===== src/rtl/systematic_weight_resampler_defines.svh =====
// assertion macros shared by the resampler rtl
// no dependencies; included by the files that assert
`ifndef SYSTEMATIC_WEIGHT_RESAMPLER_DEFINES_SVH
`define SYSTEMATIC_WEIGHT_RESAMPLER_DEFINES_SVH

// condition must never hold outside reset
`define SWR_ASSERT_NEVER(lbl, clk, rst_n, cond, msg) \
  lbl: assert property (@(posedge clk) disable iff (!rst_n) !(cond)) else $error(msg);

// antecedent implies consequent in the next cycle
`define SWR_ASSERT_NEXT(lbl, clk, rst_n, ante, cons, msg) \
  lbl: assert property (@(posedge clk) disable iff (!rst_n) (ante) |=> (cons)) else $error(msg);

`endif


===== src/rtl/swr_pkg.sv =====
// shared widths, types and constants of the resampler
// no dependencies
package swr_pkg;

  localparam int WEIGHT_W = 27;
  localparam int LABEL_W  = 16;
  localparam int SUM_W    = 48;
  localparam int CNT_W    = 7;

  localparam logic [CNT_W-1:0] OUT_CNT_RESET = CNT_W'(64);

  typedef enum logic [2:0] {
    BK_IDLE,
    BK_CHECK,
    BK_MUL,
    BK_CMP,
    BK_READ,
    BK_EMIT,
    BK_ERR
  } bk_state_t;

endpackage


===== src/rtl/swr_ifs.sv =====
// request channel interfaces of the resampler: entries, results, configuration
// depends on swr_pkg
interface swr_in_if import swr_pkg::*; ();
  logic                valid;
  logic                ready;
  logic [WEIGHT_W-1:0] weight;
  logic [LABEL_W-1:0]  entry_label;
  logic                last_entry;

  modport source (output valid, weight, entry_label, last_entry, input ready);
  modport sink   (input valid, weight, entry_label, last_entry, output ready);
endinterface



===== src/rtl/swr_front.sv =====
// load front: takes entry requests, keeps the saturating running sum,
// writes the stores and queues a resampling job on the last entry; uses swr_pkg
`include "systematic_weight_resampler_defines.svh"

module swr_front import swr_pkg::*; #(
  parameter int MAX_ENTRIES = 1024
) (
  input  logic                                        clk,
  input  logic                                        rst_n,
  swr_in_if.sink                                      in_ch,
  input  logic                                        hold,
  output logic                                        wr_en,
  output logic [$clog2(MAX_ENTRIES)-1:0]              wr_addr,
  output logic [SUM_W-1:0]                            wr_cum,
  output logic [LABEL_W-1:0]                          wr_label,
  output logic                                        job_push,
  output logic [$clog2(MAX_ENTRIES+1)+SUM_W-1:0]      job_data
);

  localparam int AW = $clog2(MAX_ENTRIES);
  localparam int NW = $clog2(MAX_ENTRIES + 1);

  logic [NW-1:0]    entry_count_r, entry_count_nxt;
  logic [SUM_W-1:0] sum_r, sum_nxt;
  logic [SUM_W:0]   sum_ext;
  logic [SUM_W-1:0] sum_sat;
  logic             accept, store_full;
  logic [NW-1:0]    n_fin;
  logic [SUM_W-1:0] sum_fin;

  assign in_ch.ready = !hold;
  assign accept      = in_ch.valid && in_ch.ready;
  assign store_full  = (entry_count_r == NW'(MAX_ENTRIES));

  assign sum_ext = {1'b0, sum_r} + (SUM_W + 1)'(in_ch.weight);
  assign sum_sat = sum_ext[SUM_W] ? {SUM_W{1'b1}} : sum_ext[SUM_W-1:0];

  assign wr_en    = accept && !store_full;
  assign wr_addr  = entry_count_r[AW-1:0];
  assign wr_cum   = sum_sat;
  assign wr_label = in_ch.entry_label;

  assign n_fin    = store_full ? entry_count_r : entry_count_r + NW'(1);
  assign sum_fin  = store_full ? sum_r : sum_sat;
  assign job_push = accept && in_ch.last_entry;
  assign job_data = {n_fin, sum_fin};

  always_comb begin
    entry_count_nxt = entry_count_r;
    sum_nxt         = sum_r;
    if (job_push) begin
      entry_count_nxt = '0;
      sum_nxt         = '0;
    end else if (wr_en) begin
      entry_count_nxt = entry_count_r + NW'(1);
      sum_nxt         = sum_sat;
    end
  end

  always_ff @(posedge clk) begin
    if (!rst_n) begin
      entry_count_r <= '0;
      sum_r         <= '0;
    end else begin
      entry_count_r <= entry_count_nxt;
      sum_r         <= sum_nxt;
    end
  end

  `SWR_ASSERT_NEVER(a_count_bound, clk, rst_n, entry_count_r > NW'(MAX_ENTRIES), "entry count overrun")

endmodule


===== src/flat_wrapper.sv =====
// flat-port wrapper written by rule: the top's interface ports become plain ports
module swr_front_flat import swr_pkg::*;
#(
  parameter int MAX_ENTRIES = 1024
)
  (clk, rst_n, hold, wr_en, wr_addr, wr_cum, wr_label, job_push, job_data, in_ch_valid, in_ch_weight, in_ch_entry_label, in_ch_last_entry, in_ch_ready);
  swr_in_if in_ch_i ();
  input  logic clk;
  input  logic rst_n;
  input  logic hold;
  output logic wr_en;
  output logic [$clog2(MAX_ENTRIES)-1:0] wr_addr;
  output logic [SUM_W-1:0] wr_cum;
  output logic [LABEL_W-1:0] wr_label;
  output logic job_push;
  output logic [$clog2(MAX_ENTRIES+1)+SUM_W-1:0] job_data;
  input wire logic [$bits(in_ch_i.valid)-1:0] in_ch_valid;
  input wire logic [$bits(in_ch_i.weight)-1:0] in_ch_weight;
  input wire logic [$bits(in_ch_i.entry_label)-1:0] in_ch_entry_label;
  input wire logic [$bits(in_ch_i.last_entry)-1:0] in_ch_last_entry;
  output wire logic [$bits(in_ch_i.ready)-1:0] in_ch_ready;
  assign in_ch_i.valid = in_ch_valid;
  assign in_ch_i.weight = in_ch_weight;
  assign in_ch_i.entry_label = in_ch_entry_label;
  assign in_ch_i.last_entry = in_ch_last_entry;
  assign in_ch_ready = in_ch_i.ready;
  swr_front #(.MAX_ENTRIES(MAX_ENTRIES)) u_core (.clk(clk), .rst_n(rst_n), .in_ch(in_ch_i), .hold(hold), .wr_en(wr_en), .wr_addr(wr_addr), .wr_cum(wr_cum), .wr_label(wr_label), .job_push(job_push), .job_data(job_data));
endmodule

===== config.mk =====
export PLATFORM = sky130hd
export DESIGN_NAME = swr_front_flat
export DESIGN_NICKNAME = d
export VERILOG_FILES = /design/src/rtl/swr_pkg.sv /design/src/rtl/swr_ifs.sv /design/src/rtl/swr_front.sv /design/src/flat_wrapper.sv
export VERILOG_INCLUDE_DIRS = /design/src /design/src/rtl
export SDC_FILE = /design/constraint.sdc
export NUM_CORES = 1
export LEC_CHECK = 0
export BUFFER_PORTS_ARGS = -buffer_cell sky130_fd_sc_hd__buf_2
export CORE_MARGIN = 2
export CORE_UTILIZATION = 40
export CTS_BUF_LIST = sky130_fd_sc_hd__clkbuf_4 sky130_fd_sc_hd__clkbuf_8 sky130_fd_sc_hd__clkbuf_16
export CTS_CLUSTER_SIZE = 8
export DETAILED_ROUTE_END_ITERATION = 7
export PLACE_DENSITY_LB_ADDON = 0.05
export SLEW_MARGIN = 20
export SYNTH_ARGS = -nofsm -noshare
export SYNTH_HDL_FRONTEND = slang
export SYNTH_SLANG_ARGS = --single-unit
export TNS_END_PERCENT = 1

===== constraint.sdc =====
create_clock -name clk -period 4.1 [get_ports clk]
set_clock_uncertainty 0.2 [all_clocks]
set_input_delay 0.205 -clock clk [delete_from_list [all_inputs] [get_ports clk]]
set_output_delay 0.205 -clock clk [all_outputs]
set_load 0.05 [all_outputs]

; ---- Word level (Yosys, flattened, before mapping)
; Index checks and enable logic that the tools add are counted.
[op_classes]
shifts = 0
n_reduce_logical = 6
div_mod_pow = 0
eq_ne = 1
n_mul = 0
n_mux = 3
magnitude_cmp = 0
add_sub_neg = 2
n_bitwise = 1
[op_table]
columns = op, n
row1 = 48-bit two-way mux, 2
row2 = 48-bit by 27-bit adder with 49-bit output, 1
row3 = 11-bit by 1-bit adder with 11-bit output (second input constant), 1
row4 = 11-bit == test (second input constant), 1
row5 = 11-bit two-way mux, 1
row6 = 1-bit logical AND, 3
row7 = 1-bit logical NOT, 2
row8 = 2-bit OR reduction, 1
row9 = 1-bit inverter, 1
[totals]
regBits = 59
mem_bits_rw = 0
wordCells = 15
n_memories = 0
mem_bits_ro = 0
output_inout_bits = 136
latchBits = 0
inputBits = 48

; ---- Longest topological paths before layout
; Gate-level depths: netlist (run 1).
[logic_depth]
depth_word = 4
depth_mapped = 11
mapped_depth_nobuf = 10

; ---- Worst setup path after synthesis (run 1)
; Ideal clock, no wire load.
[synth_path]
path_type = register -> output
from = reg u_core.sum_r[1]
to = out wr_cum[31]
path_stages_with_launch = 11
arrival_time_ps = 3225
path_slack_ps = 470
cell_sequence = dfxtp_1 ha_1 a211oi_1 o211ai_2 a32oi_1 o211ai_1 a21oi_2 buf_4 nor2_1 and2_0 o21ai_0
[synth_via]
elab_chain_len = 2
[synth_rtl]
columns = item, line
row1 = "start, declared", swr_front.sv:24  ; logic [SUM_W-1:0] sum_r, sum_nxt;
row2 = "start signal, assigned", swr_front.sv:66  ; sum_r <= sum_nxt;
row3 = 48-bit by 27-bit adder with 49-bit output, swr_front.sv:35  ; assign sum_ext = {1'b0, sum_r} + (SUM_W + 1)'(in_ch.weight);
row4 = 48-bit two-way mux, swr_front.sv:36  ; assign sum_sat = sum_ext[SUM_W] ? {SUM_W{1'b1}} : sum_ext[SUM_W-1:0];
row5 = "end, declared", flat_wrapper.sv:13  ; output logic [SUM_W-1:0] wr_cum;
; Every way passes these cells.

; ---- Worst setup path in the final report (run 1)
[layout_path]
from = reg u_core.sum_r[4]
to = out job_data[33]
[layout_via]
elab_chain_len = 3
[layout_rtl]
columns = item, line
row1 = 48-bit by 27-bit adder with 49-bit output, swr_front.sv:35
row2 = 48-bit two-way mux, swr_front.sv:36
row3 = 48-bit two-way mux, swr_front.sv:44  ; assign sum_fin = store_full ? sum_r : sum_sat;
row4 = "end, declared", flat_wrapper.sv:16  ; output logic [$clog2(MAX_ENTRIES+1)+SUM_W-1:0] job_data;
; Every way passes these cells.

==> summary.md, run 1 <==
| Metric | Value |
|---|---|
| Result of the run | completed |
| Post-Synthesis Net Count | 887 |
| NumNets Final | 990 |
| Number of cells on the worst reg-to-reg path | 11 |
| Fin. Hold Viols | 0 |
| Clock Latency Late Sink | 0.34 ns |
| Clock transition at the register clock pins on the worst setup and hold paths after CTS | 0.05 ns |
| CP required | 3.69 ns |
| Number of endpoints failing setup at the final stage | 0 |
| Start-to-end type of the worst setup path | reg2out |
| Clock power frac | 31.3% |
| WL per Instance | 16.4 um |
| Count of different cell masters after synthesis | 67 |
| Worst-Margin Slew | 1.11 ns |
| Pint | 1.28 mW |
| Hold bufs inserted after CTS | 0 |
| Simple-gate share of the synthesized area | 24.8% |
| Violation count after the first detailed-routing iteration | 457 |
| Initial antenna violation count | 0 |
| Worst setup slack after placement | 0.422 ns |
| Crit-path max cell delay | 0.51 ns |
| Post-Synth Adder-Cell Area | under 10% |
| Final critical-path share of the clock period | 94.2% |
| Starting Density | about two fifths |
| Synthesized-area fraction occupied by ao, oa, aoi and oai cells | a little over a quarter |
| Number of vias in the routed layout | 6205 |
| NetSw | 1.03 mW |
| Area post-placement | 6310 sq um |
| I/O pins | 184 |
| Flop and latch count out of synthesis | between 50 and 60 |
| Max-cap check violation count | 0 |
| Clock Tree Root | clkbuf_16 |
| Seq pwr share | 26.4% |
| Final setup slack of the worst path | 0.238 ns |
| Slew Viols, Final | 0 |
| Routability-driven placement congestion ratio | 0.936 |
| Gate Count Post-Synth | 809 |
| Arrival time reported for the critical path endpoint | 3.46 ns |
| Ys Warns | 0 |
| Slowest CP cell | nor3_1 |
| 1st-pass router iterations | 5 |
| Max Buffers Root-to-Sink | 2 |
| Cells traversed along the worst timing path | ha_1, o211ai_1, o211ai_2, a32oi_1, o211ai_1, a21oi_2, buf_4, nor3_1, a21oi_1, a31oi_1, buf_2 |
| Placeable core area | roughly 14000 sq um |
| Startpoint class of the critical path | flip-flop |
| Crit path launch | u_core.sum_r[4]$_SDFFE_PP0P_ |
| Final standard cell utilization of the core | a little under half |
| Non-filler instance count after layout | 1095 |
| Hold slack | around 0.07 ns |
| Antenna viol nets, final | 0 |
| Maximum number of pins on one net before global-route repair | 49 |
| Commonest non-fill, non-tap cell in the layout | buf_2 |
| Routed wire length | 18000 um |
| Combinational family with the most area after synthesis | compound AO/OA/AOI/OAI gates |
| Async set-reset flop share out of synthesis | 0% |
| Power density over cell area | approximately 350 nW/um^2 |
| DRC violation count after routing | 0 |
| Top Family by Delay on Critical Path | compound AO/OA/AOI/OAI gates |
| Worst flop-to-flop path startpoint | u_core.sum_r[0]$_SDFFE_PP0P_ |
| Type of destination of the critical path | output port |
| Signed area change from the synthesized netlist to the final layout | 17.4% |
| EDFF count, synth | 0 |
| Class of the most critical hold timing path | in2reg |
| Number of buffers created by CTS | 9 |
| Std cell rows | 43 |
| X dimension of the die | 123 um |
| Number of instances on the worst hold path | 4 |
| Portion of netlist area occupied by mux cells | ~2.1% |
| Peak Freq | 259 MHz |
| Final period demand of the worst path | 3.86 ns |
| VDD IR max | 0.199 mV |
| PnR Total Power | 2.31 mW |
| Ant. Diodes | 0 |
| Commonest cells after routing, fill and taps aside | buf_2, nor2_1, a21oi_1, nand2_1, dfxtp_1 |
| Mean instance size in the synthesized netlist | between 6 and 7 sq um |
| Count of buffering cells on the critical path with inverters included | 2 |
| Vias per cell | 5.67 |
| Finished layout cell area | 6620 sq um |
| Sw Share | 44.7% |
| Most common cell type on the critical path | o211ai_1 |
| Number of levels the H-tree was split into | 3 |
| Worst path depth | 11 |
| Global-route wire length before repair | 28400 um |
| Sequential fraction of the synthesis area | 21.0% |
| Number of global-route vias before repair | 5629 |
| Ratio of cells with drive above 1 in the final layout | 23.5% |
| Dominant synthesized flop cell | dfxtp_1 |
| Clock tree from TritonCTS | yes |
| Total standard cell area after synthesis | 5640 sq um |
| Global-route usage over all layers | about a quarter |
| Max-Slew Margin vs Limit | about a quarter |
| Cell total after placement | 1079 |
| I/O Buffers | around 150 |
| Setup TNS | 0 ns |
| Count of clock tree sinks | 59 |
| Portion of total power attributed to combinational logic | 42.3% |
| XOR/XNOR share of the synthesized area | approximately 8.4% |
| RSZ-0062 raised after global routing | no |
| Largest fanout of any net on the critical path | 19 |
| DIE AREA | 15100 sq um |
| Chip Height | 123 um |
| Worst min-delay path startpoint | in_ch_valid |
| GRT Residual Overflow | 0 |
| Static power due to leakage | between 3 and 4 nW |
| Detailed Place HPWL | between 10000 and 15000 um |
==> worst min-delay path: cells and delay by family <==
| kind | cells | cell delay (ns) |
|---|---|---|
| AND/OR/NAND/NOR | 2 | 0.20 |
| buffers and inverters | 1 | 0.10 |
| AO/OA/AOI/OAI | 1 | 0.05 |
==> layout make-up <==
type | instances | area (sq um)
inverter | 37 | 139
sequential | 59 | 1180
tap | 180 | 225
multi-input combinational | 638 | 3920
fill | 1437 | 7210
clock inverter | 2 | 12.5
timing repair buffer | 167 | 876
clock buffer | 12 | 260
==> synth_stat cells, types with 4 or more instances <==
master | number | area share (%)
and2_1 | 5 | 0.55
nand2b_1 | 5 | 0.55
clkbuf_1 | 32 | 2.1
nor3_1 | 23 | 2.0
nand3_1 | 20 | 1.8
ha_1 | 29 | 6.4
mux2_2 | 8 | 1.6
dfxtp_1 | 59 | 21
nor2_1 | 110 | 7.3
nand4_1 | 11 | 1.2
a211oi_1 | 20 | 2.7
buf_2 | 8 | 0.71
o211ai_1 | 7 | 0.93
xor2_1 | 23 | 3.6
xnor2_1 | 31 | 4.8
nor2b_1 | 4 | 0.44
o21ai_0 | 45 | 4.0
and4_1 | 5 | 0.78
a31oi_1 | 21 | 2.3
and3_1 | 20 | 2.2
buf_4 | 31 | 4.1
a21oi_1 | 97 | 8.6
nand2_1 | 73 | 4.9
inv_1 | 37 | 2.5
a21o_1 | 9 | 1.2
==> per-layer routing <==
metal  global-route usage (%)  wire length, um
met5                        0                0
met4                     8.62              341
met3                     4.04             1280
met2                     36.6             7910
met1                     32.7             8450
==> path summary, 6_finish.rpt <==
kind                                          endpoint  slack [ns]
setup / recovery                          job_data[33]        0.24
hold reg to reg          u_core.sum_r[11]$_SDFFE_PP0P_        0.31
setup reg to reg         u_core.sum_r[39]$_SDFFE_PP0P_        0.68
hold / removal    u_core.entry_count_r[4]$_SDFFE_PP0P_        0.07
==> sequential cells by signal, summed over array words and instances, names as in the netlist <==
| name | count |
|---|---|
| u_core.entry_count_r | 11 |
| u_core.sum_r | 48 |
==> cell families after synthesis <==
logic type      Yosys count
buf+inv                 112
mux                      11
fa+ha+maj                30
xor+xnor                 54
compound gates          245
simple gates            298
flops                    59
==> power groups by stage <==
stage               registers, mW  clock network (mW)  logic (mW)
floorplan                   0.618                   0       0.811
global placement            0.623                   0       0.972
detailed placement          0.624                   0       0.974
CTS                         0.612               0.734       0.978
global route                0.614               0.760        1.05
finish                      0.612               0.724       0.978
==> timing repair <==
item	CTS	global route
gates resized for setup	0	3
setup endpoints to repair	0	39
setup buffers	0	2
Note: power is estimated with default switching activity, not from simulation.
==> inputs of run 2 (changes only) <==
CELL_PAD_IN_SITES_DETAIL_PLACEMENT = 1   (was unset)
CELL_PAD_IN_SITES_GLOBAL_PLACEMENT = 1   (was unset)
CORE_UTILIZATION = 36   (was 40)
==> summary.md, run 2 (same netlist as run 1, synthesis figures left out) <==
| Metric | Value |
|---|---|
| Result of the run | completed |
| Largest registers | u_core.sum_r (48), u_core.entry_count_r (11) |
| Max-cap check violation count | 0 (unchanged) |
| Number of global-route vias before repair | 6400 (+14%) |
| Number of vias in the routed layout | 6308 (+1.7%) |
| Placeable core area | 15300 sq um (+10%) |
| I/O Buffers | 151 (unchanged) |
| X dimension of the die | 129 um (+5.2%) |
| Antenna viol nets, final | 0 (unchanged) |
| Slowest CP cell | fa_1 |
| Count of clock tree sinks | 59 (unchanged) |
| Global-route wire length before repair | 32700 um (+15%) |
| Top Family by Delay on Critical Path | compound AO/OA/AOI/OAI gates |
| Reg-to-reg slack, setup | 0.65 ns (-0.03 ns) |
| Seq pwr share | 24.8% (-1.6 points) |
| Max Buffers Root-to-Sink | 2 (unchanged) |
| Ant. Diodes | 0 (unchanged) |
| Slew Viols, Final | 0 (unchanged) |
| Clock power frac | 35.0% (+3.7 points) |
| Number of levels the H-tree was split into | 3 (unchanged) |
| Commonest cells after routing, fill and taps aside | buf_2, nor2_1, a21oi_1, nand2_1, dfxtp_1 |
| Number of buffers created by CTS | 9 (unchanged) |
| Start-to-end type of the worst setup path | reg2out |
| CP required | 3.69 ns (about the same) |
| Class of the most critical hold timing path | in2reg |
| Power density over cell area | 369 nW/um^2 (+5.5%) |
| Maximum number of pins on one net before global-route repair | 43 (-12%) |
| Std cell rows | 45 (+4.7%) |
| Largest fanout of any net on the critical path | 13 (-6) |
| Portion of total power attributed to combinational logic | 40.2% (-2.1 points) |
| Vias per cell | 5.61 (-1.1%) |
| Starting Density | 36.9% (-3.8 points) |
| NumNets Final | 987 (-0.30%) |
| Final setup slack of the worst path | 0.196 ns (-0.0416 ns) |
| Initial antenna violation count | 0 (unchanged) |
| Final period demand of the worst path | 3.90 ns (+0.0416 ns) |
| Routability-driven placement congestion ratio | 0.875 (-6.5%) |
| Cells traversed along the worst timing path | ha_1, fa_1, a211oi_2, o211ai_2, a31oi_2, o21ai_2, a21boi_4, nor2_4, nor2_2, a31oi_1, buf_2 |
| Clock tree from TritonCTS | yes |
| Worst setup slack after placement | 0.395 ns (-0.0270 ns) |
| Number of endpoints failing setup at the final stage | 0 (unchanged) |
| Max-Slew Margin vs Limit | 57.9% (+32 points) |
| Global-route usage over all layers | 24.1% (+0.48 points) |
| NetSw | 1.06 mW (+2.5%) |
| Commonest non-fill, non-tap cell in the layout | buf_2 |
| Count of buffering cells on the critical path with inverters included | 1 (-1) |
| Violation count after the first detailed-routing iteration | 282 (-38%) |
| Clock transition at the register clock pins on the worst setup and hold paths after CTS | 0.06 ns (about the same) |
| Most flop-heavy register | u_core.sum_r |
| Final critical-path share of the clock period | 95.2% (+1.0 points) |
| Sw Share | 42.8% (-1.8 points) |
| GRT Residual Overflow | 0 (unchanged) |
| DRC violation count after routing | 0 (unchanged) |
| Post-CTS setup buffer count | 0 (unchanged) |
| VDD IR max | 0.191 mV (-4.0%) |
| PnR Total Power | 2.47 mW (+6.8%) |
| Detailed Place HPWL | 14900 um (+11%) |
| WL per Instance | 17.8 um (+8.6%) |
| Worst-Margin Slew | 0.627 ns (-0.484 ns) |
| Peak Freq | 256 MHz (-1.1%) |
| DIE AREA | 16700 sq um (+11%) |
| Chip Height | 129 um (+5.2%) |
| Startpoint class of the critical path | flip-flop |
| RSZ-0062 raised after global routing | yes |
| Type of destination of the critical path | output port |
| I/O pins | 184 (unchanged) |
| Pint | 1.41 mW (+10%) |
| Routed wire length | 20100 um (+12%) |
| Fin. Hold Viols | 0 (unchanged) |
| Signed area change from the synthesized netlist to the final layout | 18.8% |
| Ratio of cells with drive above 1 in the final layout | 23.4% (-0.084 points) |
| Static power due to leakage | 3.13 nW (+0.36%) |
| 1st-pass router iterations | 4 (-1) |
| Crit-path max cell delay | 0.44 ns (-0.07 ns) |
| Arrival time reported for the critical path endpoint | 3.50 ns (+0.04 ns) |
| Clock Latency Late Sink | 0.34 ns (about the same) |
| Number of flip-flops under the largest register name | 48 (unchanged) |
| Clock Tree Root | clkbuf_16 |
## run 2: cell count changes in the layout (fill, tap and decap cells not counted), sizes merged
| cell | before | now |
|---|---|---|
| bufinv | 0 | 2 |
| buf | 167 | 163 |
| nor2 | 113 | 114 |
## run 2: final cells by class
type                       instances  area (sq um)
clock inverter                     4          72.6
clock buffer                      12           260
sequential                        59          1180
fill                            1970          8560
tap                              211           264
timing repair buffer             163           853
inverter                          37           139
multi-input combinational        639          3930
## run 2: metal layers
layer	track usage, %	vias to the layer above	share of wire (%)	routed length [um]
met5	0	-	0	0
met3	3.76	29	4.5	908
met1	32.6	3048	48	9550
met4	7.42	0	1.6	325
li1	-	3058	-	-
met2	39.5	173	46	9270
## run 2: through the flow
step	std cells	TNS (ns)	utilization, %	cell area (sq um)	hold WS (ns)
final	1125	0	43.9	6700	0.0556
after CTS	1123	0	43.7	6660	0.0504
after floorplan	809	0	-	5640	0.258
after detailed placement	1107	0	41.5	6330	0.210
after global placement	1107	0	41.5	6330	0.210
after global routing	1125	-0.168	43.9	6700	0.121
## run 2: worst paths after layout
| path | start | to | cells after the start |
|---|---|---|---|
| worst max-delay path | u_core.sum_r[0]$_SDFFE_PP0P_ | job_data[47] | 11 |
| worst min-delay path | hold | u_core.entry_count_r[8]$_SDFFE_PP0P_ | 5 |
| worst max register to register | u_core.sum_r[0]$_SDFFE_PP0P_ | u_core.sum_r[46]$_SDFFE_PP0P_ | 11 |
| worst min register to register | u_core.sum_r[0]$_SDFFE_PP0P_ | u_core.sum_r[0]$_SDFFE_PP0P_ | 2 |
## run 2: worst register-to-register path, stage by stage (launching register included)
cell and delay, ns:
dfxtp_1 0.32, ha_1 0.23, fa_1 0.44, a211oi_2 0.32, o211ai_2 0.13, a31oi_2 0.25, o21ai_2 0.15, a41oi_1 0.23
buf_4 0.23, and2_1 0.52, a31oi_1 0.20, o21a_1 0.14
## run 2: power by group through the flow
stage          registers [mW]  clock network [mW]  logic, mW
2_1_floorplan           0.618                   0      0.811
3_3_place_gp            0.623                   0      0.980
3_5_place_dp            0.624                   0      0.990
4_1_cts                 0.612               0.886      0.995
5_1_grt                 0.615               0.910       1.07
6_report                0.612               0.866      0.994
## run 2: repair_timing
item                                    4_1_cts  5_1_grt
endpoints found under the setup margin        0       41
hold buffers                                  0        0
resized for setup                             0        5
==> inputs of run 3 (changes only) <==
PLACE_DENSITY = 0.9   (was unset)
PLACE_DENSITY_LB_ADDON = unset   (was 0.05)
==> summary.md, run 3 (same netlist as run 1, synthesis figures left out) <==
| Metric | Value |
|---|---|
| Worst-Margin Slew | 1.10 ns (+0.474 ns) |
| Count of buffering cells on the critical path with inverters included | 2 (+1) |
| Fin. Hold Viols | 0 (unchanged) |
| Chip Height | 129 um (unchanged) |
| Largest registers | u_core.sum_r (48), u_core.entry_count_r (11) |
| Filler instances | 2003 (+1.7%) |
| Register cell area after layout | 1180 sq um (unchanged) |
| Clock Tree Root | clkbuf_16 |
| Routability-driven placement congestion ratio | 0.893 (+2.1%) |
| Type of destination of the critical path | output port |
| Max-Slew Margin vs Limit | 26.6% (-31 points) |
| Crit-path max cell delay | 0.71 ns (+0.27 ns) |
| Final period demand of the worst path | 3.92 ns (+0.0212 ns) |
| Number of global-route vias before repair | 6190 (-3.3%) |
| RSZ-0062 raised after global routing | no |
| Std cell rows | 45 (unchanged) |
| Max Buffers Root-to-Sink | 2 (unchanged) |
| Antenna viol nets, final | 0 (unchanged) |
| Result of the run | completed |
| Peak Freq | 255 MHz (-0.54%) |
| Global-route wire length before repair | 31400 um (-3.8%) |
| Worst-case hold path end point | u_core.entry_count_r[8]$_SDFFE_PP0P_ |
| Multi-input logic area | 3930 sq um (about the same) |
| Ratio of cells with drive above 1 in the final layout | 23.0% (-0.40 points) |
| WL per Instance | 17.8 um (-0.10%) |
| Ant. Diodes | 0 (unchanged) |
| 1st-pass router iterations | 5 (+1) |
| Routed wire length | 19900 um (-0.63%) |
| X dimension of the die | 129 um (unchanged) |
| Hold bufs inserted after CTS | 0 (unchanged) |
| Final critical-path share of the clock period | 95.7% (+0.52 points) |
| Slew Viols, Final | 0 (unchanged) |
| Initial antenna violation count | 0 (unchanged) |
| Worst min-delay path startpoint | hold |
| Commonest non-fill, non-tap cell in the layout | buf_2 |
| VDD IR max | 0.204 mV (+7.2%) |
| Signed area change from the synthesized netlist to the final layout | 17.2% |
| Detailed Place HPWL | 14900 um (-0.20%) |
| Global-route usage over all layers | 23.4% (-0.66 points) |
| Number of levels the H-tree was split into | 3 (unchanged) |
| Starting Density | 36.9% (unchanged) |
| Static power due to leakage | 3.09 nW (-1.3%) |
| Clock transition at the register clock pins on the worst setup and hold paths after CTS | 0.06 ns (about the same) |
| Cells traversed along the worst timing path | ha_1, a21oi_1, o21ai_0, inv_1, a21oi_2, a21boi_4, or4_4, a31oi_1, buf_2 |
| Max-cap check violation count | 0 (unchanged) |
| Cell total after placement | 1102 (-0.45%) |
| Start-to-end type of the worst setup path | reg2out |
| Commonest cells after routing, fill and taps aside | buf_2, nor2_1, a21oi_1, nand2_1, dfxtp_1 |
| NumNets Final | 981 (-0.61%) |
| Startpoint class of the critical path | flip-flop |
| Count of clock tree sinks | 59 (unchanged) |
| Slowest CP cell | or4_4 |
| Largest fanout of any net on the critical path | 21 (+8) |
| I/O Buffers | 151 (unchanged) |
| DIE AREA | 16700 sq um (unchanged) |
| Number of instances on the worst hold path | 5 (unchanged) |
| Worst flop-to-flop path startpoint | u_core.sum_r[0]$_SDFFE_PP0P_ |
| Class of the most critical hold timing path | in2reg |
| Violation count after the first detailed-routing iteration | 394 (+40%) |
| CP required | 3.69 ns (about the same) |
| Clock Latency Late Sink | 0.34 ns (about the same) |
| Arrival time reported for the critical path endpoint | 3.52 ns (+0.02 ns) |
| Final standard cell utilization of the core | 43.3% (-0.57 points) |
| Endpoint of the worst-slack reg-to-reg timing path | u_core.sum_r[29]$_SDFFE_PP0P_ |
| Number of flip-flops under the largest register name | 48 (unchanged) |
| Placeable core area | 15300 sq um (unchanged) |
| Number of vias in the routed layout | 6319 (+0.17%) |
| Power density over cell area | 358 nW/um^2 (-2.9%) |
| Non-filler instance count after layout | 1119 (-0.53%) |
| Maximum number of pins on one net before global-route repair | 79 (+84%) |
| Setup TNS | 0 ns (unchanged) |
| I/O pins | 184 (unchanged) |
| Most flop-heavy register | u_core.sum_r |
| Number of buffers created by CTS | 9 (unchanged) |
| Number of cells on the worst reg-to-reg path | 11 (unchanged) |
| GRT Residual Overflow | 0 (unchanged) |
| Number of endpoints failing setup at the final stage | 0 (unchanged) |
| Vias per cell | 5.65 (+0.71%) |
| Top Family by Delay on Critical Path | compound AO/OA/AOI/OAI gates |
| DRC violation count after routing | 0 (unchanged) |
| Clock tree from TritonCTS | yes |
| Reg-to-reg slack, setup | 0.66 ns (about the same) |
## run 3: routing by layer
metal / global-route usage [%] / wire length [um] / share of wire [%]
met1: 30.6 / 8860 / 44
met2: 38.6 / 9310 / 47
met3: 3.26 / 1210 / 6.1
met4: 10.4 / 546 / 2.7
met5: 0 / 0 / 0
## run 3: how the worst max path moves through the flow
stage,slack [ns],cells after the start,to,start
CTS,0.008,11,job_data[31],u_core.sum_r[0]$_SDFFE_PP0P_
finish,0.18,9,job_data[23],u_core.sum_r[21]$_SDFFE_PP0P_
floorplan,0.47,10,wr_cum[31],u_core.sum_r[1]$_SDFFE_PP0P_
global placement,0.48,12,job_data[31],in_ch_weight[0]
global route,0.003,11,job_data[6],u_core.sum_r[0]$_SDFFE_PP0P_
detailed placement,0.41,11,job_data[31],u_core.sum_r[0]$_SDFFE_PP0P_
## run 3: worst reg2reg max path: stages (launching register included)
cell and delay, ns:
dfxtp_1 0.33, ha_1 0.24, fa_1 0.44, a211oi_2 0.33
o211ai_2 0.13, a31oi_2 0.29, o21ai_2 0.16, a41oi_1 0.19
buf_4 0.22, and2_1 0.51, and3_1 0.23, nor3_1 0.05
## run 3: layout make-up
cell class	instances	share of cell area, %
inverter	37	2.10
multi-input combinational	638	59.4
clock inverter	2	0.151
clock buffer	14	4.17
sequential	59	17.9
timing repair buffer	158	12.3
tap	211	3.99
## run 3: repair_timing
| item | in CTS | in global routing |
|---|---|---|
| buffers inserted | 0 | 1 |
| resized for setup | 0 | 6 |
| endpoints found under the setup margin | 0 | 60 |
## run 3: through the flow
stage               power [mW]  setup WS, ns  hold WS [ns]  instance area [sq um]
finish                    2.37         0.175        0.0746                   6610
global route              2.46       0.00296         0.134                   6610
CTS                       2.37       0.00830        0.0764                   6580
detailed placement        1.62         0.411         0.210                   6290
global placement          1.60         0.476         0.210                   6290
floorplan                 1.43         0.470         0.258                   5640
## run 3: where the power goes
group	leakage, nW	total (mW)	switching (mW)	internal (mW)
registers	0.480	0.614	0.0199	0.594
logic	2.46	1.00	0.755	0.245
clock network	0.147	0.754	0.293	0.461
total	3.09	2.37	1.07	1.30
